### src/sdfe_pkg.sv
`timescale 1ns / 1ps
`default_nettype none
package sdfe_pkg;

   typedef enum logic [2:0] {
      REQ_SONG   = 3'd0,
      REQ_VERSE  = 3'd1,
      REQ_LETTER = 3'd2,
      REQ_LED    = 3'd3,
      REQ_RAW    = 3'd4,
      REQ_SENSE  = 3'd5,
      REQ_STATUS = 3'd6
   } req_code_type;

   typedef enum logic [1:0] {
      KIND_MIDI   = 2'd0,
      KIND_FRAME  = 2'd1,
      KIND_STATUS = 2'd2
   } out_kind_type;

   typedef enum logic [2:0] {
      ST_IDLE,
      ST_SPLIT,
      ST_UPDATE,
      ST_EMIT,
      ST_STATUS
   } state_type;

   // controller to datapath
   typedef struct packed {
      logic capture;
      logic split;
      logic update;
      logic advance;
      logic show_status;
   } dp_cmd_type;

   // datapath to controller
   typedef struct packed {
      logic send;
      logic final_step;
   } dp_status_type;

   localparam int FRAME_LEN = 9;
   localparam int FRAME_IDX_W = 4;

   localparam logic [7:0] FRAME_RESET [FRAME_LEN] = '{
      8'hB0, 8'hE0, 8'hE0, 8'hE0, 8'hE0, 8'hE0, 8'hE0, 8'h0E, 8'hE0
   };

   localparam logic [10:0] SONG_MAX    = 11'd1999;
   localparam logic [6:0]  VERSE_MAX   = 7'd99;
   localparam logic [7:0]  BLANK       = 8'hE0;
   localparam logic [7:0]  LETTER_BASE = 8'd55;
   localparam logic [7:0]  LETTER_A    = 8'd65;
   localparam logic [7:0]  LETTER_D    = 8'd68;

   localparam logic [7:0] CIN_SYSEX_CONT = 8'h04;
   localparam logic [7:0] CIN_SYSEX_END2 = 8'h06;
   localparam logic [7:0] SYSEX_START    = 8'hF0;
   localparam logic [7:0] SYSEX_ID0      = 8'h4D;
   localparam logic [7:0] SYSEX_ID1      = 8'h43;
   localparam logic [7:0] SYSEX_END      = 8'hF7;
   localparam logic [7:0] SYSEX_CMD      = 8'h01;
   localparam logic [7:0] CODE_NONE      = 8'h0F;

   localparam logic [3:0] STEP_HEAD   = 4'd0;
   localparam logic [3:0] STEP_SONG_H = 4'd1;
   localparam logic [3:0] STEP_SONG_L = 4'd2;
   localparam logic [3:0] STEP_VERSE  = 4'd3;
   localparam logic [3:0] STEP_LED    = 4'd4;
   localparam logic [3:0] STEP_FRAME0 = 4'd5;
   localparam logic [3:0] STEP_LAST   = 4'd13;

endpackage
`default_nettype wire

### src/sdfe_req_if.sv
`timescale 1ns / 1ps
`default_nettype none
interface sdfe_req_if;
   logic        valid;
   logic        ready;
   logic [2:0]  req_type;
   logic [15:0] value;
   logic        visible;
   logic [7:0]  byte_index;
   logic        sense_level;

   modport source (
      output valid, req_type, value, visible, byte_index, sense_level,
      input  ready
   );
   modport sink (
      input  valid, req_type, value, visible, byte_index, sense_level,
      output ready
   );
endinterface
`default_nettype wire

### src/sdfe_rsp_if.sv
`timescale 1ns / 1ps
`default_nettype none
interface sdfe_rsp_if;
   logic        valid;
   logic        ready;
   logic [1:0]  out_kind;
   logic [31:0] out_data;
   logic        out_last;
   logic [14:0] song_now;
   logic [7:0]  verse_now;
   logic [6:0]  letter_now;
   logic [7:0]  led_now;
   logic        is_connected;
   logic        was_changed;

   modport source (
      output valid, out_kind, out_data, out_last, song_now, verse_now, letter_now,
             led_now, is_connected, was_changed,
      input  ready
   );
   modport sink (
      input  valid, out_kind, out_data, out_last, song_now, verse_now, letter_now,
             led_now, is_connected, was_changed,
      output ready
   );
endinterface
`default_nettype wire

### src/sdfe_ctrl.sv
`timescale 1ns / 1ps
`default_nettype none
module sdfe_ctrl
   import sdfe_pkg::*;
(
   input  wire logic          clock,
   input  wire logic          reset,
   input  wire logic          req_valid,
   output logic               req_ready,
   output logic               rsp_valid,
   input  wire logic          rsp_ready,
   output dp_cmd_type         cmd,
   input  wire dp_status_type status
);

   state_type state_ff;
   state_type state_in;

   always_ff @(posedge clock) begin
      if (reset) begin
         state_ff <= ST_IDLE;
      end else begin
         state_ff <= state_in;
      end
   end

   always_comb begin
      state_in = state_ff;
      case (state_ff)
         ST_IDLE: begin
            if (req_valid) begin
               state_in = ST_SPLIT;
            end
         end
         ST_SPLIT: begin
            state_in = ST_UPDATE;
         end
         ST_UPDATE: begin
            state_in = status.send ? ST_EMIT : ST_STATUS;
         end
         ST_EMIT: begin
            if (rsp_ready && status.final_step) begin
               state_in = ST_IDLE;
            end
         end
         ST_STATUS: begin
            if (rsp_ready) begin
               state_in = ST_IDLE;
            end
         end
         default: begin
            state_in = ST_IDLE;
         end
      endcase
   end

   always_comb begin
      req_ready       = 1'b0;
      rsp_valid       = 1'b0;
      cmd             = '0;
      case (state_ff)
         ST_IDLE: begin
            req_ready   = 1'b1;
            cmd.capture = req_valid;
         end
         ST_SPLIT: begin
            cmd.split = 1'b1;
         end
         ST_UPDATE: begin
            cmd.update = 1'b1;
         end
         ST_EMIT: begin
            rsp_valid   = 1'b1;
            cmd.advance = rsp_ready;
         end
         ST_STATUS: begin
            rsp_valid       = 1'b1;
            cmd.show_status = 1'b1;
         end
         default: begin
            req_ready = 1'b0;
         end
      endcase
   end

endmodule
`default_nettype wire

### src/sdfe_datapath.sv
`timescale 1ns / 1ps
`default_nettype none
module sdfe_datapath
   import sdfe_pkg::*;
(
   input  wire logic          clock,
   input  wire logic          reset,
   input  wire dp_cmd_type    cmd,
   output dp_status_type      status,
   input  wire logic [2:0]    req_type,
   input  wire logic [15:0]   value,
   input  wire logic          visible,
   input  wire logic [7:0]    byte_index,
   input  wire logic          sense_level,
   output logic [1:0]         out_kind,
   output logic [31:0]        out_data,
   output logic               out_last,
   output logic [14:0]        song_now,
   output logic [7:0]         verse_now,
   output logic [6:0]         letter_now,
   output logic [7:0]         led_now,
   output logic               is_connected,
   output logic               was_changed
);

   function automatic logic [7:0] digit_code(input logic [7:0] b);
      return (b[7:4] == 4'hE) ? CODE_NONE : {4'h0, b[3:0]};
   endfunction

   function automatic logic [7:0] letter_code(input logic [7:0] b);
      return (b[3:0] >= 4'hA && b[3:0] <= 4'hD) ? {4'h0, b[3:0]} : CODE_NONE;
   endfunction

   function automatic logic [7:0] led_code(input logic [7:0] b);
      logic [7:0] c;
      case (b)
         8'd0:    c = 8'h01;
         8'd1:    c = 8'h04;
         8'd2:    c = 8'h02;
         8'd3:    c = 8'h03;
         default: c = CODE_NONE;
      endcase
      return c;
   endfunction

   // captured transaction
   logic [2:0]  type_ff;
   logic [15:0] value_ff;
   logic        vis_ff;
   logic [7:0]  idx_ff;
   logic        sense_ff;

   // decimal split results
   logic        thou_ff, thou_in;
   logic [3:0]  hund_ff, hund_in;
   logic [6:0]  rem_ff, rem_in;

   logic [7:0]  frame_ff [FRAME_LEN];
   logic [7:0]  frame_in [FRAME_LEN];
   logic        link_ff, link_in;
   logic        dirty_ff, dirty_in;
   logic [3:0]  step_ff, step_in;

   logic [10:0] song_clamp;
   logic [9:0]  song_rem;
   logic [15:0] hund_prod;
   logic [9:0]  hund_sub;
   logic [6:0]  verse_clamp;
   logic [14:0] tens_prod;
   logic [3:0]  tens;
   logic [3:0]  ones;
   logic [7:0]  letter_byte;
   logic        send_cmd;
   logic [FRAME_IDX_W-1:0] frame_idx;

   always_ff @(posedge clock) begin
      if (cmd.capture) begin
         type_ff  <= req_type;
         value_ff <= value;
         vis_ff   <= visible;
         idx_ff   <= byte_index;
         sense_ff <= sense_level;
      end
      thou_ff <= thou_in;
      hund_ff <= hund_in;
      rem_ff  <= rem_in;
   end

   always_ff @(posedge clock) begin
      if (reset) begin
         frame_ff <= FRAME_RESET;
         link_ff  <= 1'b0;
         dirty_ff <= 1'b1;
         step_ff  <= 4'd0;
      end else begin
         frame_ff <= frame_in;
         link_ff  <= link_in;
         dirty_ff <= dirty_in;
         step_ff  <= step_in;
      end
   end

   // first split step: thousands and hundreds, or the clamped verse
   always_comb begin
      song_clamp  = (value_ff > 16'(SONG_MAX)) ? SONG_MAX : value_ff[10:0];
      verse_clamp = (value_ff > 16'(VERSE_MAX)) ? VERSE_MAX : value_ff[6:0];
      thou_in     = thou_ff;
      hund_in     = hund_ff;
      rem_in      = rem_ff;
      song_rem    = (song_clamp >= 11'd1000) ? 10'(song_clamp - 11'd1000) : song_clamp[9:0];
      // r * 41 / 4096 equals r / 100 for r below 1000
      hund_prod   = 16'(song_rem) * 16'd41;
      hund_sub    = 10'(hund_prod[15:12]) * 10'd100;
      if (cmd.split) begin
         thou_in = (song_clamp >= 11'd1000);
         hund_in = hund_prod[15:12];
         rem_in  = (type_ff == REQ_SONG) ? 7'(song_rem - hund_sub) : verse_clamp;
      end
   end

   always_comb begin
      case (type_ff)
         REQ_SONG, REQ_VERSE, REQ_LETTER, REQ_LED: send_cmd = 1'b1;
         default:                                  send_cmd = 1'b0;
      endcase
   end

   // second split step and frame update
   always_comb begin
      // r * 205 / 2048 equals r / 10 for r below 100
      tens_prod   = 15'(rem_ff) * 15'd205;
      tens        = tens_prod[14:11];
      ones        = 4'(rem_ff - 7'(7'(tens) * 7'd10));
      letter_byte = (value_ff < 16'(LETTER_A) || value_ff > 16'(LETTER_D)) ? 8'd10
                  : 8'(value_ff[7:0] - LETTER_BASE);
      frame_in    = frame_ff;
      link_in     = link_ff;
      dirty_in    = dirty_ff;
      if (cmd.update) begin
         case (type_ff)
            REQ_SONG: begin
               frame_in[3] = vis_ff ? {4'h0, ones} : BLANK;
               frame_in[4] = vis_ff ? {4'h0, tens} : BLANK;
               frame_in[5] = vis_ff ? {4'h0, hund_ff} : BLANK;
               frame_in[6] = vis_ff ? {7'h00, thou_ff} : BLANK;
            end
            REQ_VERSE: begin
               frame_in[1] = vis_ff ? {4'h0, ones} : BLANK;
               frame_in[2] = vis_ff ? {4'h0, tens} : BLANK;
            end
            REQ_LETTER: begin
               frame_in[7] = vis_ff ? letter_byte : BLANK;
            end
            REQ_LED: begin
               frame_in[8] = value_ff[7:0];
            end
            REQ_RAW: begin
               if (idx_ff < 8'(FRAME_LEN)) begin
                  frame_in[idx_ff[FRAME_IDX_W-1:0]] = value_ff[7:0];
                  dirty_in = 1'b1;
               end
            end
            REQ_SENSE: begin
               link_in = ~sense_ff;
            end
            default: begin
               link_in = link_ff;
            end
         endcase
         // link is untouched by sending commands, so the old flag decides
         if (send_cmd && link_ff) begin
            dirty_in = 1'b0;
         end
      end
   end

   always_comb begin
      step_in = step_ff;
      if (cmd.update) begin
         step_in = 4'd0;
      end else if (cmd.advance) begin
         step_in = 4'(step_ff + 4'd1);
      end
   end

   assign status.send       = send_cmd && link_ff;
   assign status.final_step = (step_ff == STEP_LAST);

   // result payload
   always_comb begin
      frame_idx = FRAME_IDX_W'(step_ff - STEP_FRAME0);
      out_kind  = KIND_MIDI;
      out_data  = 32'd0;
      out_last  = 1'b0;
      if (cmd.show_status) begin
         out_kind = KIND_STATUS;
         out_last = 1'b1;
      end else begin
         case (step_ff)
            STEP_HEAD: begin
               out_data = {CIN_SYSEX_CONT, SYSEX_START, SYSEX_ID0, SYSEX_ID1};
            end
            STEP_SONG_H: begin
               out_data = {CIN_SYSEX_CONT, SYSEX_CMD, 8'h00, digit_code(frame_ff[6])};
            end
            STEP_SONG_L: begin
               out_data = {CIN_SYSEX_CONT, digit_code(frame_ff[5]),
                           digit_code(frame_ff[4]), digit_code(frame_ff[3])};
            end
            STEP_VERSE: begin
               out_data = {CIN_SYSEX_CONT, digit_code(frame_ff[2]),
                           digit_code(frame_ff[1]), letter_code(frame_ff[7])};
            end
            STEP_LED: begin
               out_data = {CIN_SYSEX_END2, led_code(frame_ff[8]), SYSEX_END, 8'h00};
            end
            default: begin
               if (step_ff >= STEP_FRAME0 && step_ff <= STEP_LAST) begin
                  out_kind = KIND_FRAME;
                  out_data = {24'h000000, frame_ff[frame_idx]};
                  out_last = (step_ff == STEP_LAST);
               end
            end
         endcase
      end
   end

   assign song_now   = 15'(frame_ff[3][3:0])
                     + 15'(frame_ff[4][3:0]) * 15'd10
                     + 15'(frame_ff[5][3:0]) * 15'd100
                     + 15'(frame_ff[6][3:0]) * 15'd1000;
   assign verse_now  = 8'(frame_ff[1][3:0]) + 8'(frame_ff[2][3:0]) * 8'd10;
   assign letter_now = 7'(frame_ff[7][3:0]) + 7'(LETTER_BASE);
   assign led_now    = frame_ff[8];
   assign is_connected = link_ff;
   assign was_changed  = dirty_ff;

endmodule
`default_nettype wire

### src/segment_display_frame_encoder.sv
`timescale 1ns / 1ps
`default_nettype none
// Segment display frame encoder.
// req: one command per transaction (song, verse, letter, LED, raw byte write,
//   sense event, status query). req.ready is high only while the block is idle.
// rsp: the results of a command, the last one flagged by out_last. A song,
//   verse, letter or LED command with the display connected yields five SysEx
//   packets and then the nine frame bytes (14 transactions); every other case
//   yields one status-only transaction. All status fields show the state after
//   the command.
// The first result becomes valid once the accepted command has gone through
//   capture, decimal split and frame update in the controller sequence.
// The controller walks through the results one per cycle while rsp.ready is
//   high; the block takes no new command until the last result is taken.
// Reset: the frame returns to its blank pattern, the link flag clears and the
//   changed flag sets.
// Stall: while rsp.ready is low the current result holds and nothing advances.
module segment_display_frame_encoder
   import sdfe_pkg::*;
(
   input  wire logic   clock,
   input  wire logic   reset,
   sdfe_req_if.sink    req,
   sdfe_rsp_if.source  rsp
);

   dp_cmd_type    cmd;
   dp_status_type status;

   sdfe_ctrl u_ctrl (
      .clock     (clock),
      .reset     (reset),
      .req_valid (req.valid),
      .req_ready (req.ready),
      .rsp_valid (rsp.valid),
      .rsp_ready (rsp.ready),
      .cmd       (cmd),
      .status    (status)
   );

   sdfe_datapath u_datapath (
      .clock        (clock),
      .reset        (reset),
      .cmd          (cmd),
      .status       (status),
      .req_type     (req.req_type),
      .value        (req.value),
      .visible      (req.visible),
      .byte_index   (req.byte_index),
      .sense_level  (req.sense_level),
      .out_kind     (rsp.out_kind),
      .out_data     (rsp.out_data),
      .out_last     (rsp.out_last),
      .song_now     (rsp.song_now),
      .verse_now    (rsp.verse_now),
      .letter_now   (rsp.letter_now),
      .led_now      (rsp.led_now),
      .is_connected (rsp.is_connected),
      .was_changed  (rsp.was_changed)
   );

   // busy from acceptance until the last result is taken
   a_busy_after_accept: assert property (@(posedge clock) disable iff (reset)
      req.valid && req.ready |=> !req.ready)
      else $error("command accepted while a transaction is in flight");

   a_idle_after_last: assert property (@(posedge clock) disable iff (reset)
      rsp.valid && rsp.ready && rsp.out_last |=> req.ready && !rsp.valid)
      else $error("block not idle after last result");

   a_frame_needs_link: assert property (@(posedge clock) disable iff (reset)
      rsp.valid && (rsp.out_kind == KIND_FRAME || rsp.out_kind == KIND_MIDI)
      |-> rsp.is_connected && !rsp.was_changed)
      else $error("frame sent without link or with changed flag set");

   a_packet_not_last: assert property (@(posedge clock) disable iff (reset)
      rsp.valid && rsp.out_kind == KIND_MIDI |-> !rsp.out_last)
      else $error("packet flagged as last result");

endmodule
`default_nettype wire

### src/flat_wrapper.sv
// flat-port wrapper written by rule: the top's interface ports become plain ports
module segment_display_frame_encoder_flat import sdfe_pkg::*;
  (clock, reset, req_valid, req_req_type, req_value, req_visible, req_byte_index, req_sense_level, req_ready, rsp_valid, rsp_out_kind, rsp_out_data, rsp_out_last, rsp_song_now, rsp_verse_now, rsp_letter_now, rsp_led_now, rsp_is_connected, rsp_was_changed, rsp_ready);
  sdfe_req_if req_i ();
  sdfe_rsp_if rsp_i ();
  input  wire logic clock;
  input  wire logic reset;
  input wire logic [$bits(req_i.valid)-1:0] req_valid;
  input wire logic [$bits(req_i.req_type)-1:0] req_req_type;
  input wire logic [$bits(req_i.value)-1:0] req_value;
  input wire logic [$bits(req_i.visible)-1:0] req_visible;
  input wire logic [$bits(req_i.byte_index)-1:0] req_byte_index;
  input wire logic [$bits(req_i.sense_level)-1:0] req_sense_level;
  output wire logic [$bits(req_i.ready)-1:0] req_ready;
  output wire logic [$bits(rsp_i.valid)-1:0] rsp_valid;
  output wire logic [$bits(rsp_i.out_kind)-1:0] rsp_out_kind;
  output wire logic [$bits(rsp_i.out_data)-1:0] rsp_out_data;
  output wire logic [$bits(rsp_i.out_last)-1:0] rsp_out_last;
  output wire logic [$bits(rsp_i.song_now)-1:0] rsp_song_now;
  output wire logic [$bits(rsp_i.verse_now)-1:0] rsp_verse_now;
  output wire logic [$bits(rsp_i.letter_now)-1:0] rsp_letter_now;
  output wire logic [$bits(rsp_i.led_now)-1:0] rsp_led_now;
  output wire logic [$bits(rsp_i.is_connected)-1:0] rsp_is_connected;
  output wire logic [$bits(rsp_i.was_changed)-1:0] rsp_was_changed;
  input wire logic [$bits(rsp_i.ready)-1:0] rsp_ready;
  assign req_i.valid = req_valid;
  assign req_i.req_type = req_req_type;
  assign req_i.value = req_value;
  assign req_i.visible = req_visible;
  assign req_i.byte_index = req_byte_index;
  assign req_i.sense_level = req_sense_level;
  assign req_ready = req_i.ready;
  assign rsp_valid = rsp_i.valid;
  assign rsp_out_kind = rsp_i.out_kind;
  assign rsp_out_data = rsp_i.out_data;
  assign rsp_out_last = rsp_i.out_last;
  assign rsp_song_now = rsp_i.song_now;
  assign rsp_verse_now = rsp_i.verse_now;
  assign rsp_letter_now = rsp_i.letter_now;
  assign rsp_led_now = rsp_i.led_now;
  assign rsp_is_connected = rsp_i.is_connected;
  assign rsp_was_changed = rsp_i.was_changed;
  assign rsp_i.ready = rsp_ready;
  segment_display_frame_encoder u_core (.clock(clock), .reset(reset), .req(req_i), .rsp(rsp_i));
endmodule
### config.mk
export PLATFORM = sky130hd
export DESIGN_NAME = segment_display_frame_encoder_flat
export DESIGN_NICKNAME = d
export VERILOG_FILES = /design/src/sdfe_pkg.sv /design/src/sdfe_req_if.sv /design/src/sdfe_rsp_if.sv /design/src/sdfe_ctrl.sv /design/src/sdfe_datapath.sv /design/src/segment_display_frame_encoder.sv /design/src/flat_wrapper.sv
export SDC_FILE = /design/constraint.sdc
export NUM_CORES = 1
export LEC_CHECK = 0
export BUFFER_PORTS_ARGS = -buffer_cell sky130_fd_sc_hd__buf_4
export CORE_MARGIN = 2
export CORE_UTILIZATION = 45
export DETAILED_ROUTE_END_ITERATION = 8
export GPL_ROUTABILITY_DRIVEN = 0
export PLACE_DENSITY = 0.78
export SLEW_MARGIN = 15
export SYNTH_ARGS = -nofsm -noshare
export SYNTH_HDL_FRONTEND = slang
export SYNTH_SLANG_ARGS = --single-unit
### constraint.sdc
create_clock -name clock -period 6.5 [get_ports clock]
set_input_delay 0.65 -clock clock [delete_from_list [all_inputs] [get_ports clock]]
set_output_delay 0.65 -clock clock [all_outputs]
set_load 0.02 [all_outputs]
---- After elaboration in Yosys (flattened, before gate mapping) ----
Cells that the tools add are included.
word-level totals
  flip-flop bits (word level) ............. 122
  logic and storage cells ................. 165
cells by class
  add/subtract/negate cells ............... 11
  $mul .................................... 8
  order comparisons ....................... 13
  equality and inequality tests ........... 27
  mux-type cells .......................... 54
  bitwise logic cells ..................... 3
  reduce and logical (&&, ||, !) cells .... 28
operator list
  cell                     count
  $pmux W27 S5             1
  $mux W8                  10
  $bwmux W72               1
  $mux W64                 1
  $pmux W32 S2             1
  $bmux W8 S4              1
  $demux W8 S4             1
  $gt A16 B7 Y1 const B    2
  $pmux W16 S2             1
  $pmux W8 S2              2
  $eq A4 B4 Y1 const B     7
  $mux W4                  7
  $mux W27                 1
  $reduce_and A3 Y1        7
  $eq A8 B2 Y1 const B     2
  $gt A16 B11 Y1 const B   1
  $lt A16 B7 Y1 const B    1
  $mul A10 B6 Y16 const B  1
  $mux W1                  16
  $pmux W4 S4              1
  $add A12 B14 Y15         1
  $mul A7 B8 Y15 const B   1
  $pmux W3 S5              1
  $mul A4 B3 Y7 const B    2
  other kinds (46)         74

---- Depth between registers and ports, before layout ----
  word-level depth ........................ 8
  mapped depth ............................ 33
  gate-level depth less buffers ........... 32

---- Cells and area by module ----
A second synthesis with hierarchy kept.
second synthesis, totals
  cell total of the unflattened synthesis .. 1122
  area, all modules ....................... 10400.0 sq um
by module, submodules not included
  module         instances  cells each  area each (sq um)  sequential area each (sq um)
  sdfe_datapath  1          1092        10138.5            2792.7
  sdfe_ctrl      1          30          261.5              60.1

---- Worst setup path before layout ----
OpenSTA, ideal clock, no wires.
  path type ............................... register to register
  from .................................... register u_core.u_datapath.value_ff[13]
  to ...................................... register u_core.u_datapath.rem_ff[6], data pin
  setup time .............................. 146 ps
  data arrival time ....................... 6540 ps
  slack ................................... -186 ps
  stages on the path, launching flop included .. 32
  buffers on the path ..................... 1
  cells stage by stage .................... edfxtp_1 or3_1 nor3_1 o21a_1 nand2_1 ha_1 nand3b_1 and3_1 buf_2 inv_1 a21boi_0 nand3b_1 ha_1 inv_1 fa_1 inv_1 ha_1 ha_1 and3_1 a221o_1 o31a_2 a21oi_1 o21bai_1 xor2_1 ha_1 inv_1 ha_1 a21oi_1 xnor2_1 xnor2_1 xnor3_1 a21oi_1
on the way
  word-level cells in the longest chain between the ends .. 8
  elaborated cells between the ends (all ways) .. 11
ends and longest elaborated chain
  what                                                line                  text
  start, declared                                     sdfe_datapath.sv:48   logic [15:0] value_ff;
  start signal, assigned                              sdfe_datapath.sv:79   value_ff <= value;
  $gt A16 B11 Y1 (*)                                  sdfe_datapath.sv:105  song_clamp = (value_ff > 16'(SONG_MAX)) ? SONG_MAX : value_ff[10:0];
  $mux W11 (*)                                        sdfe_datapath.sv:105
  $sub A10 B10 Y10 or $ge A11 B10 Y1 (tied branches)  sdfe_datapath.sv:110  song_rem = (song_clamp >= 11'd1000) ? 10'(song_clamp - 11'd1000) : song_clamp[9:0];
  $mux W10 (*)                                        sdfe_datapath.sv:110
  $mul A10 B6 Y16 (*)                                 sdfe_datapath.sv:112  hund_prod = 16'(song_rem) * 16'd41;
  via u_core.u_datapath.hund_prod[15]                 sdfe_datapath.sv:66   logic [15:0] hund_prod;
  $mul A4 B5 Y5 (*)                                   sdfe_datapath.sv:113  hund_sub = 10'(hund_prod[15:12]) * 10'd100;
  $sub A7 B7 Y7 (*)                                   sdfe_datapath.sv:117  rem_in = (type_ff == REQ_SONG) ? 7'(song_rem - hund_sub) : verse_clamp;
  $mux W7 (*)                                         sdfe_datapath.sv:117
  end signal, assigned                                sdfe_datapath.sv:86   rem_ff <= rem_in;
  end, declared                                       sdfe_datapath.sv:56   logic [6:0] rem_ff, rem_in;
Mark *: on every way through the listed nets, which the timed path passes. The rest lies on a longest branch.
A chain may end at the register's enable or synchronous reset.

---- Final worst setup path ----
  from .................................... register u_core.u_datapath.value_ff[12]
  to ...................................... register u_core.u_datapath.rem_ff[6], data pin
The elaborated chain is that of the path after synthesis.

==> results.rst <==
.. list-table::
   :header-rows: 1

   * - Metric
     - Value
   * - Outcome
     - completed
   * - # nets final
     - 1398
   * - Largest voltage drop on the vdd net
     - about 190 uV
   * - Ranking of synthesized cells by area
     - ha_1, dfxtp_1, edfxtp_1
   * - Relative area change from synthesis to final layout
     - 15.93%
   * - Mean instance size in the synthesized netlist
     - 9.198 sq um
   * - Gr usage total
     - 0.2138
   * - Unrepaired setup endpoints after global routing
     - yes
   * - Max-Slew Margin vs Limit
     - 0.2289
   * - Nature of the critical path endpoint
     - flop
   * - DIE HEIGHT
     - between 150 and 200 microns
   * - Detail Route Antenna Nets
     - 0
   * - Max-slew violation total from the final report
     - 0
   * - Most common flop cell mapped by yosys
     - dfxtp_1
   * - Iteration-0 DRC Markers
     - around 710
   * - Most frequent standard cell in the layout excluding fill and tap cells
     - ha_1
   * - Startpoint of the most critical register-to-register path
     - u_core.u_datapath.value_ff[12]$_DFFE_PP_
   * - Yosys Warn Count
     - 0
   * - # hold bufs at CTS
     - 0
   * - DIE AREA
     - around 24000 sq um
   * - Number of vias after detailed routing
     - about 8600
   * - EDFF count, synth
     - approximately 40
   * - Largest fanout on the critical path
     - 5
   * - Number of buffers on the longest clock path
     - 2
   * - Congestion Overflow GR
     - 0
   * - Critical Path RT
     - 6.77 ns
   * - Hold Vio Cnt, Final
     - 0
   * - CTS clock-pin slew for the worst setup and hold paths
     - around 0.060 ns
   * - Worst min path class
     - input pin to flop
   * - WS Path Type
     - flop to flop
   * - Wire length of the first global-routing pass
     - around 41000 microns
   * - Number of buffers created by CTS
     - 17
   * - IO buf count
     - approximately 100
   * - Average detailed-routed wire length per instance
     - roughly 18 microns
   * - Final sum of negative setup slack
     - 0 ns
   * - Startpoint type of the worst setup path
     - flop
   * - Initial cell density of the core
     - 0.4555
   * - Number of max-cap violations
     - 0
   * - Maximum level of the CTS H-tree
     - 4
   * - Pwr Total
     - 2.291 mW
   * - Worst setup path startpoint
     - u_core.u_datapath.value_ff[12]$_DFFE_PP_
   * - Count of unresolved DRC violations after routing
     - 0
   * - Drt total wl
     - 26110 microns
   * - Initial antenna violation count
     - 1
   * - Area of the mapped netlist
     - 10220 sq um
   * - Count of mapped cells out of synthesis
     - around 1100
   * - Period utilization
     - 0.9929
   * - Worst-path cell with the longest stage delay
     - or3_4
   * - Tmin final
     - 6.454 ns
   * - Transition at the pin with the smallest max-transition slack
     - roughly 1.2 ns
   * - Inserted Diodes
     - 0
   * - Number of rows in the core area
     - 55
   * - Die Width
     - 154.7 microns
   * - Top library cells by usage in the layout, fill and taps aside
     - ha_1, buf_4, nor2_1
   * - Number of global-route vias before repair
     - 8269
   * - Clock root buffer master
     - clkbuf_16
   * - Pin count of the biggest net entering global routing
     - 79
   * - Layout cell share with drive strength beyond 1
     - 0.1762
   * - Leak pwr
     - roughly 5.3 nW
   * - Worst hold path startpoint
     - req_value[2]
   * - DPL Wire Length
     - roughly 20000 microns
   * - Clock Sink Count
     - 122
   * - I/O Pins
     - 110
   * - Crit path arrival time
     - 6.73 ns
   * - Biggest cell delay along the critical path
     - between 0.4 and 0.5 ns
   * - Power per standard cell area
     - around 190 nW/um^2
   * - Router iterations before antenna repair
     - 6
   * - Post-synth top area share
     - 0.1726
   * - Vias per cell
     - about 5.8
   * - Async SR Flop Fraction
     - 0
   * - Fmax
     - 0.1550 GHz
   * - Area of the core
     - about 22000 sq um
   * - TritonCTS clock tree
     - done
   * - FF+latch count, synth
     - ~120
   * - Most common cell type on the critical path
     - ha_1
   * - Post-route clock skew
     - about 0.011 ns
   * - Unique masters post-synth
     - 67
   * - Portion of the post-synthesis area used by sequential elements
     - 0.2792
   * - Dominant cell type by area after synthesis
     - ha_1
   * - Clock latency at the later pin of the worst-skew pair
     - between 0.4 and 0.5 ns
   * - Setup violators final
     - 0
## synth_stat cells, drive strengths merged, types with 3 or more instances
master and count:
nor4b 3, edfxtp 41, o22ai 4, a211o 25, buf 42, nand2 51
or2 5, or3 8, a21o 13, fa 33, inv 98, and2 11
a32oi 7, and4b 6, o21a 3, nor2b 15, dfxtp 81, o21ai 66
ha 141, or4 4, nor3 27, o211ai 6, nor2 117, clkbuf 35
a21oi 66, xnor2 29, xor2 19, nand3b 5, a22oi 6, mux4 16
a41o 4, a31oi 21, nand2b 12, nand4 8, mux2i 25, nor4 3
and3 6, nand3 11, a211oi 12
## repair_timing
action	in CTS	in global routing
setup buffers	3	8
gates resized for setup	3	13
setup endpoints to repair	1	1
pin swaps	2	20
## routing by layer
| metal | GRT usage | part of all wire | wire (microns) | vias to the layer above |
|---|---|---|---|---|
| met1 | 0.2791 | 0.42 | 10910 | 4062 |
| met5 | 0 | 0 | 0 | - |
| li1 | - | - | - | 4073 |
| met4 | 0.07319 | 0.026 | 678 | 0 |
| met3 | 0.05380 | 0.089 | 2328 | 61 |
| met2 | 0.3467 | 0.47 | 12190 | 421 |
## area by class of cell
cell class / instances / area (sq um)
Multi-Input combinational cell: 818 / 6716
Inverter: 99 / 374.1
Clock inverter: 7 / 65.06
Sequential cell: 122 / 2853
Clock buffer: 24 / 483.0
Timing Repair Buffer: 133 / 998.5
Tap cell: 285 / 356.6
Fill cell: 1977 / 10590
## per-stage QoR
step | setup WS (ns) | utilization | hold slack [ns] | instances | cell area [sq um]
after floorplan | 0.006308 | - | 0.4450 | 1116 | 10260
after global placement | 0.05585 | 0.4973 | 0.4555 | 1446 | 11160
after detailed placement | -0.1348 | 0.4973 | 0.4672 | 1446 | 11160
after CTS | 0.003634 | 0.5230 | 0.4038 | 1480 | 11730
after global routing | -0.2526 | 0.5281 | 0.4028 | 1488 | 11850
final | 0.04637 | 0.5281 | 0.4094 | 1488 | 11850
## flip-flops by register name, indices dropped and copies added, names as in the netlist
| name | cells |
|---|---|
| u_core.u_datapath.was_changed | 1 |
| u_core.u_datapath.step_ff | 4 |
| u_core.u_datapath.idx_ff | 8 |
| u_core.u_datapath.type_ff | 3 |
| u_core.u_datapath.led_now | 8 |
| u_core.u_datapath.vis_ff | 1 |
| u_core.u_datapath.frame_ff | 64 |
| u_core.u_datapath.is_connected | 1 |
| u_core.u_datapath.sense_ff | 1 |
| u_core.u_datapath.thou_ff | 1 |
| u_core.u_datapath.hund_ff | 4 |
| u_core.u_ctrl.state_ff | 3 |
| u_core.u_datapath.rem_ff | 7 |
| u_core.u_datapath.value_ff | 16 |
## worst max-delay path, delay by kind of cell (launching register included)
kind                       cells  cell delay, ns
xor gates and xnor gates       5            1.05
DFF                            1            0.38
adders and majority gates      7            1.90
and+or+nand+nor                8            1.42
buffers and inverters          2            0.13
AOI/OAI and AO/OA              7            1.45
## path summary, 6_finish.rpt
| check | slack (ns) | cells after the start | endpoint |
|---|---|---|---|
| hold reg to reg | 0.48 | 2 | u_core.u_datapath.was_changed$_SDFFE_PP1P_ |
| hold / removal | 0.41 | 1 | u_core.u_datapath.value_ff[2]$_DFFE_PP_ |
| setup / recovery | 0.05 | 29 | u_core.u_datapath.rem_ff[6]$_DFFE_PP_ |
| setup reg to reg | 0.05 | 29 | u_core.u_datapath.rem_ff[6]$_DFFE_PP_ |
## logic make-up after synthesis
group / count (synthesis) / share of synthesized area
xor gates and xnor gates: 50 / 0.04628
muxes: 41 / 0.05975
buffers and inverters: 176 / 0.07530
DFF: 122 / 0.2792
and+or+nand+nor: 298 / 0.1455
AOI/OAI and AO/OA: 249 / 0.1564
other: 1 / 0.0003670
adders and majority gates: 174 / 0.2373
## power by group
| part | switching [mW] | internal (mW) | leakage, nW |
|---|---|---|---|
| sequential | 0.0278 | 0.821 | 1.04 |
| combinational | 0.306 | 0.255 | 4.00 |
| clock | 0.327 | 0.554 | 0.270 |
| total | 0.661 | 1.63 | 5.31 |
(Power assumes the default switching activity.)
